==> src/rtl/level_alarm_hysteresis_averager_core_macros.svh <==
// ---------------------------------------------------------------------------
// Assertion macros for the level alarm core
// Concurrent assertion wrappers, empty under synthesis.
// ---------------------------------------------------------------------------
`ifndef LEVEL_ALARM_HYSTERESIS_AVERAGER_CORE_MACROS_SVH
`define LEVEL_ALARM_HYSTERESIS_AVERAGER_CORE_MACROS_SVH
`ifndef SYNTHESIS
// check outside reset
`define LAH_ASSERT(label, clk, rst_n, prop) \
  label: assert property (@(posedge clk) disable iff (!rst_n) prop) \
    else $error("lah assertion failed");
// check at every edge, reset included
`define LAH_ASSERT_ALWAYS(label, clk, prop) \
  label: assert property (@(posedge clk) prop) \
    else $error("lah assertion failed");
`else
`define LAH_ASSERT(label, clk, rst_n, prop)
`define LAH_ASSERT_ALWAYS(label, clk, prop)
`endif
`endif

==> src/rtl/lah_pkg.sv <==
// ---------------------------------------------------------------------------
// lah_pkg
// Shared widths, register indexes, reset values and types.
// ---------------------------------------------------------------------------
package lah_pkg;

  localparam int LEVEL_W     = 8;
  localparam int FEEDBACK_W  = 2;
  localparam int CFG_INDEX_W = 2;
  localparam int CFG_DATA_W  = 8;

  localparam logic [CFG_INDEX_W-1:0] REG_THRESHOLD_LEVEL = 2'd0;
  localparam logic [CFG_INDEX_W-1:0] REG_FEEDBACK_ENABLE = 2'd1;

  localparam logic [LEVEL_W-1:0]    THRESHOLD_RESET = 8'd70;
  localparam logic [FEEDBACK_W-1:0] FEEDBACK_RESET  = 2'b11;

  localparam int FB_LED_BIT = 0;
  localparam int FB_VIB_BIT = 1;

  typedef struct packed {
    logic               valid;
    logic [LEVEL_W-1:0] level;
  } mean_t;

endpackage

==> src/rtl/lah_window.sv <==
// ---------------------------------------------------------------------------
// lah_window
// Block averager: accumulates levels and emits the truncated mean per window.
// ---------------------------------------------------------------------------
`include "level_alarm_hysteresis_averager_core_macros.svh"

module lah_window #(
  parameter int AVERAGE_BLOCKS = 10
) (
  input  logic                        clk,
  input  logic                        rst_n,
  input  logic                        step,
  input  logic [lah_pkg::LEVEL_W-1:0] level,
  output lah_pkg::mean_t              mean
);

  localparam int FILL_W  = $clog2(AVERAGE_BLOCKS + 1);
  localparam int DIV_L   = $clog2(AVERAGE_BLOCKS);
  localparam int SUM_W   = lah_pkg::LEVEL_W + DIV_L;
  localparam int SHIFT   = SUM_W + DIV_L;
  localparam int RECIP_W = SHIFT + 1;
  localparam int PROD_W  = SUM_W + RECIP_W;
  // ceil(2^SHIFT / N): exact floor division for any sum below 2^SUM_W
  localparam logic [63:0] RECIP_FULL =
    ((64'd1 << SHIFT) + 64'(AVERAGE_BLOCKS) - 64'd1) / 64'(AVERAGE_BLOCKS);
  localparam logic [RECIP_W-1:0] RECIP = RECIP_FULL[RECIP_W-1:0];

  logic [FILL_W-1:0] fill_r, fill_nxt, fill_inc_w;
  logic [SUM_W-1:0]  sum_r, sum_nxt, sum_tot_w;
  logic [PROD_W-1:0] prod_w;
  logic              done_w;

  assign sum_tot_w  = sum_r + SUM_W'(level);
  assign fill_inc_w = fill_r + FILL_W'(1);
  assign done_w     = (fill_inc_w == FILL_W'(AVERAGE_BLOCKS));
  assign prod_w     = PROD_W'(sum_tot_w) * PROD_W'(RECIP);

  always_comb begin
    mean.valid = step && done_w;
    mean.level = done_w ? prod_w[SHIFT +: lah_pkg::LEVEL_W] : '0;
    fill_nxt   = fill_r;
    sum_nxt    = sum_r;
    if (step) begin
      // close the window or keep filling
      fill_nxt = done_w ? '0 : fill_inc_w;
      sum_nxt  = done_w ? '0 : sum_tot_w;
    end
  end

  always_ff @(posedge clk) begin
    if (!rst_n) begin
      fill_r <= '0;
      sum_r  <= '0;
    end else begin
      fill_r <= fill_nxt;
      sum_r  <= sum_nxt;
    end
  end

  `LAH_ASSERT(a_fill_in_range, clk, rst_n, fill_r < FILL_W'(AVERAGE_BLOCKS))
  `LAH_ASSERT(a_window_clears, clk, rst_n, mean.valid |=> (fill_r == '0 && sum_r == '0))
  `LAH_ASSERT(a_hold_when_idle, clk, rst_n, !step |=> ($stable(fill_r) && $stable(sum_r)))

endmodule

==> src/rtl/level_alarm_hysteresis_averager_core.sv <==
// ---------------------------------------------------------------------------
// level_alarm_hysteresis_averager_core
// Loudness alarm with consecutive-block hysteresis plus a block averager.
// ---------------------------------------------------------------------------
//  channel | direction | handshake            | payload
//  --------+-----------+----------------------+---------------------------------
//  in_     | input     | in_valid / in_ready  | in_level_db
//  out_    | output    | out_valid / out_ready| alarm, start cues, end, mean
//  cfg_    | input     | cfg_valid / cfg_ready| cfg_index, cfg_data
//
//  One transaction per cycle sustained while out_ready stays high; a result
//  reaches the out_ ports through the input register, which loads on the
//  accept edge, and then the result register.
//  Between the two lies a single pass through the run counters and averager.
//  out_ready low holds the result register; the input register still takes
//  one more transaction, then in_ready drops until the result moves.
//  rst_n is synchronous: counters, alarm, window and valids clear, the
//  threshold returns to 70 dB and both start cues are enabled.
//  cfg_ready is always high; writes to unknown indexes are dropped.
// ---------------------------------------------------------------------------
`include "level_alarm_hysteresis_averager_core_macros.svh"

module level_alarm_hysteresis_averager_core #(
  parameter int HOLD_COUNT     = 3,
  parameter int AVERAGE_BLOCKS = 10
) (
  input  logic                            clk,
  input  logic                            rst_n,
  // input channel
  input  logic                            in_valid,
  output logic                            in_ready,
  input  logic [lah_pkg::LEVEL_W-1:0]     in_level_db,
  // result channel
  output logic                            out_valid,
  input  logic                            out_ready,
  output logic                            out_alarm_active,
  output logic                            out_start_led,
  output logic                            out_start_vibration,
  output logic                            out_alarm_end,
  output logic                            out_mean_valid,
  output logic [lah_pkg::LEVEL_W-1:0]     out_mean_level,
  // configuration channel
  input  logic                            cfg_valid,
  output logic                            cfg_ready,
  input  logic [lah_pkg::CFG_INDEX_W-1:0] cfg_index,
  input  logic [lah_pkg::CFG_DATA_W-1:0]  cfg_data
);

  localparam int RUN_W = $clog2(HOLD_COUNT + 1);
  localparam logic [RUN_W-1:0] HOLD = RUN_W'(HOLD_COUNT);

  // configuration registers
  logic [lah_pkg::LEVEL_W-1:0]    threshold_r;
  logic [lah_pkg::FEEDBACK_W-1:0] feedback_r;

  // input register
  logic                        s1_valid_r;
  logic [lah_pkg::LEVEL_W-1:0] s1_level_r;

  // hysteresis state
  logic [RUN_W-1:0] loud_r, loud_nxt;
  logic [RUN_W-1:0] quiet_r, quiet_nxt;
  logic             alarm_r, alarm_nxt;

  // result register
  logic                        out_valid_r;
  logic                        out_alarm_active_r;
  logic                        out_start_led_r;
  logic                        out_start_vibration_r;
  logic                        out_alarm_end_r;
  logic                        out_mean_valid_r;
  logic [lah_pkg::LEVEL_W-1:0] out_mean_level_r;

  logic           adv_w;      // result register free to load this cycle
  logic           step_w;     // input register item moves into the result
  logic           loud_w;
  logic           turn_on_w;
  logic           turn_off_w;
  lah_pkg::mean_t mean_w;

  // Advance the pipeline whenever the result slot is empty or being taken.
  assign adv_w     = !out_valid_r || out_ready;
  assign step_w    = s1_valid_r && adv_w;
  assign in_ready  = !s1_valid_r || adv_w;
  assign cfg_ready = 1'b1;

  // Configuration writes.
  always_ff @(posedge clk) begin
    if (!rst_n) begin
      threshold_r <= lah_pkg::THRESHOLD_RESET;
      feedback_r  <= lah_pkg::FEEDBACK_RESET;
    end else if (cfg_valid && cfg_ready) begin
      case (cfg_index)
        lah_pkg::REG_THRESHOLD_LEVEL: begin
          threshold_r <= cfg_data[lah_pkg::LEVEL_W-1:0];
        end
        lah_pkg::REG_FEEDBACK_ENABLE: begin
          feedback_r <= cfg_data[lah_pkg::FEEDBACK_W-1:0];
        end
        default: begin
          // unknown index: drop the write
        end
      endcase
    end
  end

  // Input register: load on accept, drop the valid once it moves on.
  always_ff @(posedge clk) begin
    if (!rst_n) begin
      s1_valid_r <= 1'b0;
    end else if (in_valid && in_ready) begin
      s1_valid_r <= 1'b1;
    end else if (adv_w) begin
      s1_valid_r <= 1'b0;
    end
  end

  always_ff @(posedge clk) begin
    if (in_valid && in_ready) begin
      s1_level_r <= in_level_db;
    end
  end

  // Hysteresis: a loud block extends the loud run and clears the quiet run,
  // a quiet block the reverse. Runs saturate at HOLD_COUNT, so reaching it
  // is an equality test.
  assign loud_w = (s1_level_r >= threshold_r);

  always_comb begin
    loud_nxt   = loud_r;
    quiet_nxt  = quiet_r;
    alarm_nxt  = alarm_r;
    turn_on_w  = 1'b0;
    turn_off_w = 1'b0;
    if (step_w) begin
      if (loud_w) begin
        loud_nxt  = (loud_r < HOLD) ? loud_r + RUN_W'(1) : loud_r;
        quiet_nxt = '0;
        turn_on_w = !alarm_r && (loud_nxt == HOLD);
      end else begin
        quiet_nxt  = (quiet_r < HOLD) ? quiet_r + RUN_W'(1) : quiet_r;
        loud_nxt   = '0;
        turn_off_w = alarm_r && (quiet_nxt == HOLD);
      end
      if (turn_on_w) begin
        alarm_nxt = 1'b1;
      end else if (turn_off_w) begin
        alarm_nxt = 1'b0;
      end
    end
  end

  always_ff @(posedge clk) begin
    if (!rst_n) begin
      loud_r  <= '0;
      quiet_r <= '0;
      alarm_r <= 1'b0;
    end else begin
      loud_r  <= loud_nxt;
      quiet_r <= quiet_nxt;
      alarm_r <= alarm_nxt;
    end
  end

  // Averaging window runs on the same step as the hysteresis.
  lah_window #(
    .AVERAGE_BLOCKS (AVERAGE_BLOCKS)
  ) u_window (
    .clk   (clk),
    .rst_n (rst_n),
    .step  (step_w),
    .level (s1_level_r),
    .mean  (mean_w)
  );

  // Result register: load on step, clear the valid once taken, else hold.
  always_ff @(posedge clk) begin
    if (!rst_n) begin
      out_valid_r <= 1'b0;
    end else if (adv_w) begin
      out_valid_r <= s1_valid_r;
    end
  end

  always_ff @(posedge clk) begin
    if (step_w) begin
      out_alarm_active_r    <= alarm_nxt;
      out_start_led_r       <= turn_on_w && feedback_r[lah_pkg::FB_LED_BIT];
      out_start_vibration_r <= turn_on_w && feedback_r[lah_pkg::FB_VIB_BIT];
      out_alarm_end_r       <= turn_off_w;
      out_mean_valid_r      <= mean_w.valid;
      out_mean_level_r      <= mean_w.level;
    end
  end

  assign out_valid           = out_valid_r;
  assign out_alarm_active    = out_alarm_active_r;
  assign out_start_led       = out_start_led_r;
  assign out_start_vibration = out_start_vibration_r;
  assign out_alarm_end       = out_alarm_end_r;
  assign out_mean_valid      = out_mean_valid_r;
  assign out_mean_level      = out_mean_level_r;

  `LAH_ASSERT_ALWAYS(a_reset_clears_out, clk, !rst_n |=> !out_valid_r)
  `LAH_ASSERT(a_runs_exclusive, clk, rst_n, !(loud_r != '0 && quiet_r != '0))
  `LAH_ASSERT(a_alarm_only_on_step, clk, rst_n, !step_w |=> $stable(alarm_r))
  `LAH_ASSERT(a_start_with_alarm, clk, rst_n, (out_valid_r && (out_start_led_r || out_start_vibration_r)) |-> out_alarm_active_r)
  `LAH_ASSERT(a_end_clears_alarm, clk, rst_n, (out_valid_r && out_alarm_end_r) |-> !out_alarm_active_r)

endmodule
==> config.mk <==
export PLATFORM = sky130hd
export DESIGN_NAME = level_alarm_hysteresis_averager_core
export DESIGN_NICKNAME = d
export VERILOG_FILES = /design/src/rtl/lah_pkg.sv /design/src/rtl/lah_window.sv /design/src/rtl/level_alarm_hysteresis_averager_core.sv
export VERILOG_INCLUDE_DIRS = /design/src /design/src/rtl
export SDC_FILE = /design/constraint.sdc
export NUM_CORES = 1
export LEC_CHECK = 0
export ABC_CLOCK_PERIOD_IN_PS = 5800
export CORE_UTILIZATION = 30
export DETAILED_ROUTE_END_ITERATION = 8
export DONT_BUFFER_PORTS = 1
export GPL_TIMING_DRIVEN = 0
export PLACE_DENSITY = 0.44
export SLEW_MARGIN = 10
export SYNTH_ARGS = -nofsm -noshare
export SYNTH_HDL_FRONTEND = slang
export SYNTH_SLANG_ARGS = --single-unit
==> constraint.sdc <==
create_clock -name clk -period 5.8 [get_ports clk]
set_input_delay 0.29 -clock clk [delete_from_list [all_inputs] [get_ports clk]]
set_output_delay 0.29 -clock clk [all_outputs]
set_load 0.03 [all_outputs]
==> run_results.csv <==
group,metric,value,unit
run_status,outcome,"complete, but fails checks",
run_status,violations,"setup timing",
sta,post-route-period-util,103.1,%
sta,hold-worst-slack,0.07615,ns
synth,synth_cells,551,
synth,ys_warn_count,0,
synth,ys_ff_latch,54,
setup_path,endpoint,"out_mean_level[7]",
pwr,vdd_drop_max,0.2591,mV
drt,met3_length,386,µm
synth,netlist_area,5231,µm²
setup_path,cp.depth,21,
setup_path,worst_setup_path_end_kind,"flop",
global_routing,groute.usage.overall,13.55,%
floorplanning,die_h,134.1,µm
drt,highest_layer,"met4",
drt,wl_met2,5.756,mm
synth,synth_edf_count,21,
clock_tree,clk_pin_slew,0.08,ns
setup_path,crit_path_start,"s1_level_r[0]",
final_layout,final_cell_mix,"inv_1, ha_1, nand2_1",
final_layout,synthToLayoutAreaGrowth,17.46,%
sta,setup-tns-final,-0.6061,ns
final_layout,nFillCells,1758,
drt,wl_met1,5.448,mm
setup_path,r2r-end,"out_mean_level[7]",
setup_path,worstSetupPathType,"flop to flop",
job,drv_cap,0,
setup_path,cp_top_family,"adder cells",
setup_path,required,5.83,ns
sta,slew_violations,0,
setup_path,worstPathCellList,"ha_4, fa_2, a21oi_4, o22ai_4, o41ai_4, xnor2_2, ha_4, fa_1, fa_1, inv_1, fa_1, fa_1, inv_2, ha_4, and2_4, a21boi_4, nor3_4, buf_4, a211o_1, a21oi_1, nor3b_1",
synth,syn_area_per_cell,9.494,µm²
clock_tree,clk_path_buf_depth,2,
hold_path,hp-class,"primary input to flop",
clock_tree,numCtsBuffers,5,
placement,hpwl,9.346,mm
sta,finClkSkew,0.01301,ns
hold_path,whs_path_depth,0,
setup_path,worstRegToRegCells,21,
pwr,powerDensity,497.4,nW/µm²
pwr,p_leak,0.002854,µW
global_routing,antenna_found_initial,0,
clock_tree,cts.sinks,54,
synth,ys.flop_type,"dfxtp_1",
global_routing,grt_max_degree,23,
drt,drc,0,
sta,hold_viol_final,0,
synth,synth-seq-area-share,24.68,%
global_routing,grt_pass1_wl,19.29,mm
floorplanning,io_pins,39,
floorplanning,rows,47,
drt,vias,3840,
floorplanning,dieArea,17970,µm²
setup_path,worstPathArrival,6.01,ns
clock_tree,htreeDepth,2,
clock_tree,cts_tree,"done",
drt,drtIter0Drc,189,
synth,synthesis.nets,707,
clock_tree,root_buffer,"clkbuf_16",
final_layout,final_layout_size_suffix_gt1_share,13.94,%
setup_path,cp_max_fo,3,
setup_path,path_buf_inv,3,
sta,finalSetupViolations,6,
setup_path,r2r_setup_slack,-0.18,ns
placement,io_buffer_count,0,
setup_path,crit_top_cell,"fa_1",
drt,drt-pass1-iter-count,4,
final_layout,antenna_cells,0,
floorplanning,initial_core_util,31.10,%
sta,period_needed,5.979,ns
drt,ant_nets,0,
floorplanning,dieWidth,134.1,µm
drt,routedWlPerCell,14.63,µm
drt,totalWireLength,11.72,mm
placement,gp_congestion,0.7874,
floorplanning,coreArea,16820,µm²
clock_tree,ctsHoldBuffers,0,
sta,fin_ws,-0.1789,ns
drt,via_per_inst,4.794,
setup_path,slowest_delay,0.56,ns
setup_path,start_kind,"flop",
synth,synth_cell_types,54,
final_layout,layout_commonest_cell,"inv_1",
final_layout,layout.nets,736,
clock_tree,worst_skew_pair.late_latency,0.31,ns
sta,max_freq,167.3,MHz
sta,rsz0062_at_grt,"true",
sta,maxSlewHeadroom,48.17,%
setup_path,critPathSlowestCell,"fa_1",
global_routing,grt_overflow,0,
global_routing,first_global_vias,3921,
sta,tightestPinTransition,0.7758,ns
synth,async_flop_share,0,%
setup_path,rr_startpoint,"s1_level_r[0]",
## worst register-to-register path: cells and delay by family, from the launching register on
family / cells / cell delay [ns]
AND/OR/NAND/NOR: 3 / 0.31
adder cells (fa/ha/maj): 8 / 3.08
buffers and inverters: 3 / 0.26
AO/OA/AOI/OAI: 6 / 1.42
flip-flops: 1 / 0.43
XOR/XNOR: 1 / 0.21
## power breakdown
part | internal, µW | total (µW) | switching (µW)
combinational | 1010 | 2310 | 1300
sequential | 410 | 428 | 17.9
clock | 174 | 321 | 146
total | 1590 | 3060 | 1470
## how the worst min path moves through the flow
| stage | from | to |
|---|---|---|
| after detailed placement | in_level_db[2] | s1_level_r[2] |
| after global placement | in_level_db[2] | s1_level_r[2] |
| final | in_level_db[1] | s1_level_r[1] |
| after floorplan | in_level_db[0] | s1_level_r[0] |
| after global routing | in_level_db[3] | s1_level_r[3] |
| after CTS | in_level_db[3] | s1_level_r[3] |
## Yosys cell counts (2+ instances only)
library cell  number  share of area, %
mux2i_1            5              0.96
o211ai_1          11               1.6
o21ai_0            9              0.86
o21bai_1           2              0.29
xnor2_2            2              0.62
fa_1              37                14
nand2_1           39               2.8
nand2b_1           5              0.60
nand3_1           19               1.8
or4_1              5              0.72
xor2_1             8               1.3
a211oi_1           5              0.72
o41ai_2            2              0.62
and3_1             4              0.48
xnor2_1           12               2.0
nor2_1            26               1.9
nand4_1            4              0.48
dfxtp_1           33                13
a21oi_1           36               3.4
ha_1              96                23
a211o_1            2              0.33
nand3b_1           3              0.43
nor3_1             7              0.67
clkbuf_1           8              0.57
inv_1             96               6.9
a21o_1            10               1.4
and2_1            10               1.2
nor3b_1            5              0.72
a31oi_1            3              0.36
o21a_1             2              0.29
nor4b_1            2              0.33
edfxtp_1          21                12
## registers in the layout, summed over array words and instances, names as in the netlist
name                 flops
feedback_r               2
loud_r                   2
out_valid                1
alarm_r                  1
out_alarm_end            1
out_alarm_active         1
quiet_r                  2
out_start_vibration      1
u_window.sum_r          12
s1_level_r               8
out_mean_valid           1
s1_valid_r               1
out_mean_level           8
u_window.fill_r          4
out_start_led            1
threshold_r              8
## repair_timing
action	4_1_cts	5_1_grt
gates resized for setup	14	25
buffers inserted	12	11
setup endpoints to repair	8	8
gates cloned	0	0
pin swaps	22	20
## metrics by stage
| stage | power, µW | setup slack [ns] | area [µm²] | cells | util [%] |
|---|---|---|---|---|---|
| final | 3056 | -0.1789 | 6145 | 801 | 36.53 |
| after global routing | 3418 | -0.4174 | 6145 | 801 | 36.53 |
| after CTS | 2878 | -0.1257 | 5906 | 791 | 35.11 |
| after detailed placement | 2381 | -0.7467 | 5572 | 771 | 33.13 |
| after global placement | 2358 | -0.7517 | 5570 | 771 | 33.12 |
| after floorplan | 1929 | -0.02366 | 5295 | 551 | - |
## cell type report
type	count	area, µm²	share of cell area, %
multi-input cells	388	3840	62.49
inverters	98	367.9	5.987
well taps	220	275.3	4.480
flip-flops and latches	54	1291	21.01
plain buffers	11	47.55	0.7738
repair buffers	22	168.9	2.749
clock inverters	2	15.01	0.2443
clock buffers	6	138.9	2.260
## kinds of logic (layout without fill, tap and decap cells)
logic type	count (synthesis)	count (layout)	synth area share, %
adder cells (fa/ha/maj)	133	133	37.12
XOR/XNOR	23	23	4.497
other	1	1	0.07168
flip-flops	54	54	24.68
AO/OA/AOI/OAI	95	95	12.32
AND/OR/NAND/NOR	130	130	12.22
multiplexers	6	6	1.172
buffers and inverters	109	139	7.917
## layer usage
metal | GRT usage, % | up-vias
met3 | 2.457 | 7
met2 | 23.58 | 51
met5 | 0 | -
li1 | - | 1921
met4 | 3.620 | 0
met1 | 17.17 | 1861
(Power assumes the default switching activity.)
